File: src/rtl/spm_pkg.sv
package spm_pkg;

	localparam int SAMPLE_W = 16;
	localparam int GAIN_W   = 8;
	localparam int MASK_W   = 16;
	localparam int VOICE_FW = 4;
	localparam int ADDR_FW  = 12;
	localparam int LEN_FW   = 13;
	localparam int LEVEL_W  = 4;

	typedef enum logic [2:0] {
		REQ_WRITE_SAMPLE = 3'd0,
		REQ_SET_LENGTH   = 3'd1,
		REQ_PLAY_MASK    = 3'd2,
		REQ_STOP_ALL     = 3'd3,
		REQ_TICK         = 3'd4
	} spm_req_t;

	typedef enum logic [1:0] {
		ST_IDLE,
		ST_MIX,
		ST_DRAIN
	} spm_state_t;

	typedef struct packed {
		logic wr_sample;
		logic set_len;
		logic play;
		logic stop_all;
		logic clear;
		logic step;
		logic load_out;
	} spm_cmd_t;

	typedef struct packed {
		logic busy;
	} spm_stat_t;

	// gain = (128*level+9)/10, levels above ten act as ten
	function automatic logic [GAIN_W-1:0] gain_of(input logic [LEVEL_W-1:0] level);
		logic [GAIN_W-1:0] g;
		case (level)
			4'd0:    g = 8'd0;
			4'd1:    g = 8'd13;
			4'd2:    g = 8'd26;
			4'd3:    g = 8'd39;
			4'd4:    g = 8'd52;
			4'd5:    g = 8'd64;
			4'd6:    g = 8'd77;
			4'd7:    g = 8'd90;
			4'd8:    g = 8'd103;
			4'd9:    g = 8'd116;
			default: g = 8'd128;
		endcase
		return g;
	endfunction

endpackage

File: src/rtl/spm_ctrl.sv
module spm_ctrl
	import spm_pkg::*;
#(
	parameter int NUM_VOICES = 16,
	localparam int VIDX_W = (NUM_VOICES > 1) ? $clog2(NUM_VOICES) : 1
) (
	input  logic              clk,
	input  logic              arst_n,
	input  logic              s_tvalid,
	output logic              s_tready,
	input  logic [2:0]        req_type,
	output logic              m_tvalid,
	input  logic              m_tready,
	output spm_cmd_t          cmd,
	output logic [VIDX_W-1:0] vidx,
	input  spm_stat_t         stat
);

	spm_state_t        state_q, state_nxt;
	logic [VIDX_W-1:0] vcnt_q;
	logic              mval_q;
	logic              accept;
	logic              last_voice;
	logic              out_free;

	assign accept     = s_tvalid && (state_q == ST_IDLE);
	assign last_voice = (vcnt_q == VIDX_W'(NUM_VOICES - 1));
	assign out_free   = !mval_q || m_tready;

	always_comb begin
		state_nxt = state_q;
		unique case (state_q)
			ST_IDLE: begin
				if (accept && (req_type == REQ_TICK)) state_nxt = ST_MIX;
			end
			ST_MIX: begin
				if (last_voice) state_nxt = ST_DRAIN;
			end
			ST_DRAIN: begin
				if (!stat.busy && out_free) state_nxt = ST_IDLE;
			end
			default: state_nxt = ST_IDLE;
		endcase
	end

	always_comb begin
		cmd = '0;
		unique case (state_q)
			ST_IDLE: begin
				if (accept) begin
					unique case (req_type)
						REQ_WRITE_SAMPLE: cmd.wr_sample = 1'b1;
						REQ_SET_LENGTH:   cmd.set_len   = 1'b1;
						REQ_PLAY_MASK:    cmd.play      = 1'b1;
						REQ_STOP_ALL:     cmd.stop_all  = 1'b1;
						REQ_TICK:         cmd.clear     = 1'b1;
						default:          cmd           = '0;
					endcase
				end
			end
			ST_MIX:   cmd.step     = 1'b1;
			ST_DRAIN: cmd.load_out = !stat.busy && out_free;
			default:  cmd          = '0;
		endcase
	end

	always_ff @(posedge clk or negedge arst_n) begin
		if (!arst_n) begin
			state_q <= ST_IDLE;
			vcnt_q  <= '0;
			mval_q  <= 1'b0;
		end else begin
			state_q <= state_nxt;
			if (cmd.clear) vcnt_q <= '0;
			else if (cmd.step) vcnt_q <= vcnt_q + VIDX_W'(1);
			if (cmd.load_out) mval_q <= 1'b1;
			else if (m_tready) mval_q <= 1'b0;
		end
	end

	assign s_tready = (state_q == ST_IDLE);
	assign m_tvalid = mval_q;
	assign vidx     = vcnt_q;

endmodule

File: config.mk
export PLATFORM = sky130hd
export DESIGN_NAME = spm_ctrl
export DESIGN_NICKNAME = d
export VERILOG_FILES = /design/src/rtl/spm_pkg.sv /design/src/rtl/spm_ctrl.sv
export SDC_FILE = /design/constraint.sdc
export NUM_CORES = 1
export LEC_CHECK = 0
export BUFFER_PORTS_ARGS = -buffer_cell sky130_fd_sc_hd__buf_2
export CAP_MARGIN = 20
export CORE_AREA = 4 4 41 43
export CTS_CLUSTER_DIAMETER = 120
export DETAILED_ROUTE_END_ITERATION = 10
export DIE_AREA = 0 0 45 47
export HOLD_SLACK_MARGIN = 0.03
export PLACE_DENSITY = 0.62
export SLEW_MARGIN = 20
export SYNTH_ARGS = -nofsm -noshare
export SYNTH_HDL_FRONTEND = slang
export SYNTH_SLANG_ARGS = --single-unit
File: constraint.sdc
create_clock -name clk -period 2.2 [get_ports clk]
set_input_delay 0.44 -clock clk [delete_from_list [all_inputs] [get_ports clk]]
set_output_delay 0.44 -clock clk [all_outputs]
set_load 0.02 [all_outputs]
Word level (Yosys, flattened, before mapping)
Index checks and enable logic that the tools add are counted.
{ "op_classes": {"n_mux": 17, "n_div": 0, "n_shift": 0, "n_addsub": 1, "eq_ne": 10, "n_mul": 0, "n_reduce_logical": 11, "magnitude_cmp": 0, "n_bitwise": 0} }
{ "op_table": {"columns": ["operator", "n"], "rows": [
  ["2-to-1 mux 4 bit", 2],
  ["2-to-1 mux 1 bit", 7],
  ["2-to-1 mux 7 bit", 1],
  ["equality test 3 x 2 -> 1 bit, second input constant", 2],
  ["2-to-1 mux 2 bit", 3],
  ["case mux 2 bit (3 select lines)", 1],
  ["2-to-1 mux 5 bit", 1],
  ["adder 4 x 1 -> 4 bit, second input constant", 1],
  ["equality test 4 bit, second input constant", 1],
  ["inequality test 2 bit, second input constant", 2],
  ["case mux 1 bit (2 select lines)", 2],
  ["nonzero test 2 bit", 2],
  ["equality test 3 x 1 -> 1 bit, second input constant", 1],
  ["equality test 3 bit, second input constant", 1],
  ["logical AND 1 bit", 3],
  ["zero test 3 bit", 1],
  ["AND reduction 3 bit", 1],
  ["equality test 2 x 1 -> 1 bit, second input constant", 1],
  ["equality test 2 bit, second input constant", 1],
  ["zero test 1 bit", 2],
  ["zero test 2 bit", 1],
  ["inequality test 2 x 1 -> 1 bit, second input constant", 1],
  ["logical OR 1 bit", 1]
]} }
{ "word_totals": {"mem_bits_rw": 0, "latchBits": 0, "wordCells": 42, "mem_bits_ro": 0, "mem_count": 0, "register_bits": 7, "in_bits": 8} }

Logic depth before layout (Yosys ltp)
{ "logic_depth": {"word_depth": 6, "mapped_depth": 4, "mapped_depth_nobuf": 4} }

Worst setup path after synthesis
Ideal clock, no wire load.
{ "synth_timing": {"path_kind": "register -> output", "from": "register state_q[1]", "to": "output cmd[4] (netlist name)", "t_required_ps": 1760, "setup_slack_ps": 411, "t_arrival_ps": 1349, "path_stages_with_launch": 4, "n_path_buf": 0, "path_cell_list": "dfrtp_1 nor2_2 nand3b_1 nor3b_1"} }
{ "synth_rtl": {"columns": ["element", "line", "rtl"], "rows": [
  ["from (decl)", "spm_ctrl.sv:19", "spm_state_t state_q, state_nxt;"],
  ["from (signal assigned)", "spm_ctrl.sv:73", "state_q <= state_nxt;"],
  ["to (decl)", "spm_ctrl.sv:14", "output spm_cmd_t cmd,"]
]} }

==> metrics.txt <==
status=finished, final reports clean; slew at the pin closest to its max-slew limit=about 400 ps; DRT iter0 DRCs=8; GP Congestion=0.729; drt via density=about 4.7; Clk pin slew, worst setup/hold paths=around 50 ps; H-tree Lvls=1; Residual DRC=0; post-synth cell types=22; die area=roughly 2100 um^2; CTS tree=done; max incr delay on CP=roughly 430 ps; fillers=147; WP data arrival=about 1500 ps; total grt overflow=0; ANT cells=0; maximum vdd drop=0.568 mV; skew final=3.10 ps; Post-Syn Instances=42; Final TNS setup=0 ps; Max Cap Viol=0; layout overhead on the synthesized area=35.4%; data required time of the critical path=between 1500 and 2000 ps; slowest stage cell, crit path=dfrtp_1; deepest clock path buffer count=2; Synth Area in Adders=0.0308; top post-synthesis cells by count=7 x dfrtp_1, 7 x nor2_1, 3 x nand2b_1, 3 x nand3b_1; final hold viol count=0; crit start category=register; simple-gate share of the synthesized area=0.366; Post-Synthesis Mean Instance Area=9.68 um^2; Critical Path Sink Type=output port; Die X=45 um; Seq cells post-synth=7; GRT Overall Usage=0.107; number of flops mapped to enable cells by yosys=0; top cells by area, synth=dfrtp_1 43%, nor2_1 6.5%, nand3b_1 5.5%, mux2i_1 4.9%, nand2b_1 4.6%; max-slew violations=0; FP Rows=13; P per Cell Area=~1200 nW/um^2; Slew HR=0.737; num ports=21; largest net degree at the start of global routing=8; area of the multi-input gates=around 220 um^2; global-route wire length before repair=1590 um; antenna violations before repair=0; worst hold slack=450 ps; Synth Warn #=0; Post-synth ARST share=1.00; Clock Latency Late Sink=250 ps; area of the mapped netlist=approximately 410 um^2; fraction of the yosys area taken by sequential cells=0.431; CTS Buf Count=3; minimum clock period=1890 ps; Initial Utilization=0.313; total wire length=942 um; Register Area=175 um^2; f_max=roughly 530 MHz; Final period util=0.861; Yosys top cell by area=dfrtp_1; Hold Path Class=primary input to register; RSZ-0062 raised after global routing=no; Lkg Pwr=0.297 nW; routed length per placed instance=11.6 um; mux share of post-synthesis cell area=0.0492; combinational family with the most area after synthesis=simple AND/OR/NAND/NOR gates; Syn Nets=51; top_reg_cell synth=dfrtp_1; Routed Antenna Nets=0; port bufs=20; Non-Filler Instances=81; Synth Area in Compound Gates=0.0431; xor and xnor area share after synthesis=0.0431; Post CTS Setup Buffer Count=0; crit path cell chain=nor4b_1, and3_1, buf_2; Detailed Place HPWL=711 um; layout cell share with drive strength beyond 1=0.394; Pwr Total=roughly 670 uW; worst setup path class=register to output port; Core ar.=1300 um^2; final setup violation count=0; root buffer cell=clkbuf_4; drt pass-1 iters=4; crit path max fanout=6; Clock Sinks=7; top cell type's share of synthesized area=0.431; vias=between 300 and 400; Layout Nets=76; vias in the first global route=360; post-cts sizing count=0; Placed Cells incl. Taps=76; Die Ht=about 47 um
report_power, final:
part / leakage [nW] / internal (mW) / switching, mW
clock: 0.0150 / 0.0691 / 0.0456
sequential: 0.0886 / 0.177 / 0.0606
combinational: 0.194 / 0.128 / 0.192
total: 0.297 / 0.374 / 0.298
through the flow:
stage	instance area, um^2	utilization	setup WS, ps
floorplan	407	-	411
global placement	514	0.395	556
detailed placement	514	0.395	504
CTS	551	0.423	288
global route	551	0.423	234
finish	551	0.423	306
path summary, 6_finish.rpt:
| check | from | cells past startpoint | slack [ps] | endpoint |
|---|---|---|---|---|
| min reg2reg | vidx[1] | 2 | 590 | vidx[1] |
| max reg2reg | state_q[1] | 4 | 1110 | vidx[0] |
| min | stat | 3 | 450 | state_q[1] |
| min in group asynchronous | arst_n | 2 | 560 | state_q[0] |
| max in group asynchronous | arst_n | 2 | 1480 | vidx[0] |
| max | state_q[1] | 3 | 310 | cmd[3] |
critical path: cells and delay by family (launching register included):
kind / cells / cell delay, ps
and+or+nand+nor: 2 / 630
DFF: 1 / 430
buffers and inverters: 1 / 150
layer usage:
layer  global-route usage  vias up  part of all wire
met2                0.164       16              0.44
met1                0.123      175              0.45
met5                    0        -                 0
met3               0.0307        2              0.10
li1                     -      191                 -
met4               0.0877        0            0.0053
cell type report:
class	instances	share of cell area
Clock buffer	4	0.0477
Timing Repair Buffer	21	0.200
Multi-Input combinational cell	33	0.393
Sequential cell	7	0.318
Tap cell	15	0.0341
Inverter	1	0.00682
logic make-up (layout without fill, tap and decap cells):
kind of cell / Yosys count / after routing
compound gates: 3 / 3
xor+xnor: 2 / 2
fa+ha+maj: 1 / 1
buf+inv: 2 / 26
flops: 7 / 7
mux: 2 / 2
simple gates: 25 / 25
sequential cells by signal, indices dropped and copies added (netlist names):
signal / cells
vidx: 4
state_q: 2
m_tvalid: 1
repair_timing:
| item | 4_1_cts | 5_1_grt |
|---|---|---|
| endpoints found under the setup margin | 0 | 0 |
| hold endpoints to repair | 7 | 0 |
| hold buffers | 1 | 0 |
layout by cell type, fill, tap and decap left out, drive strengths merged:
| cell | instances |
|---|---|
| nor2 | 8 |
| inv | 1 |
| nor3 | 2 |
| o21ai | 2 |
| mux2i | 2 |
| nor3b | 1 |
| nor2b | 2 |
| xor2 | 1 |
| nand2b | 3 |
| nand2 | 1 |
| xnor2 | 1 |
| nor4b | 1 |
| and3 | 1 |
| dfrtp | 7 |
| buf | 20 |
| nand3b | 3 |
| a21o | 1 |
| ha | 1 |
| dlygate4sd3 | 1 |
| nand3 | 2 |
| clkbuf | 4 |
| and4 | 1 |
(Power assumes the default switching activity.)
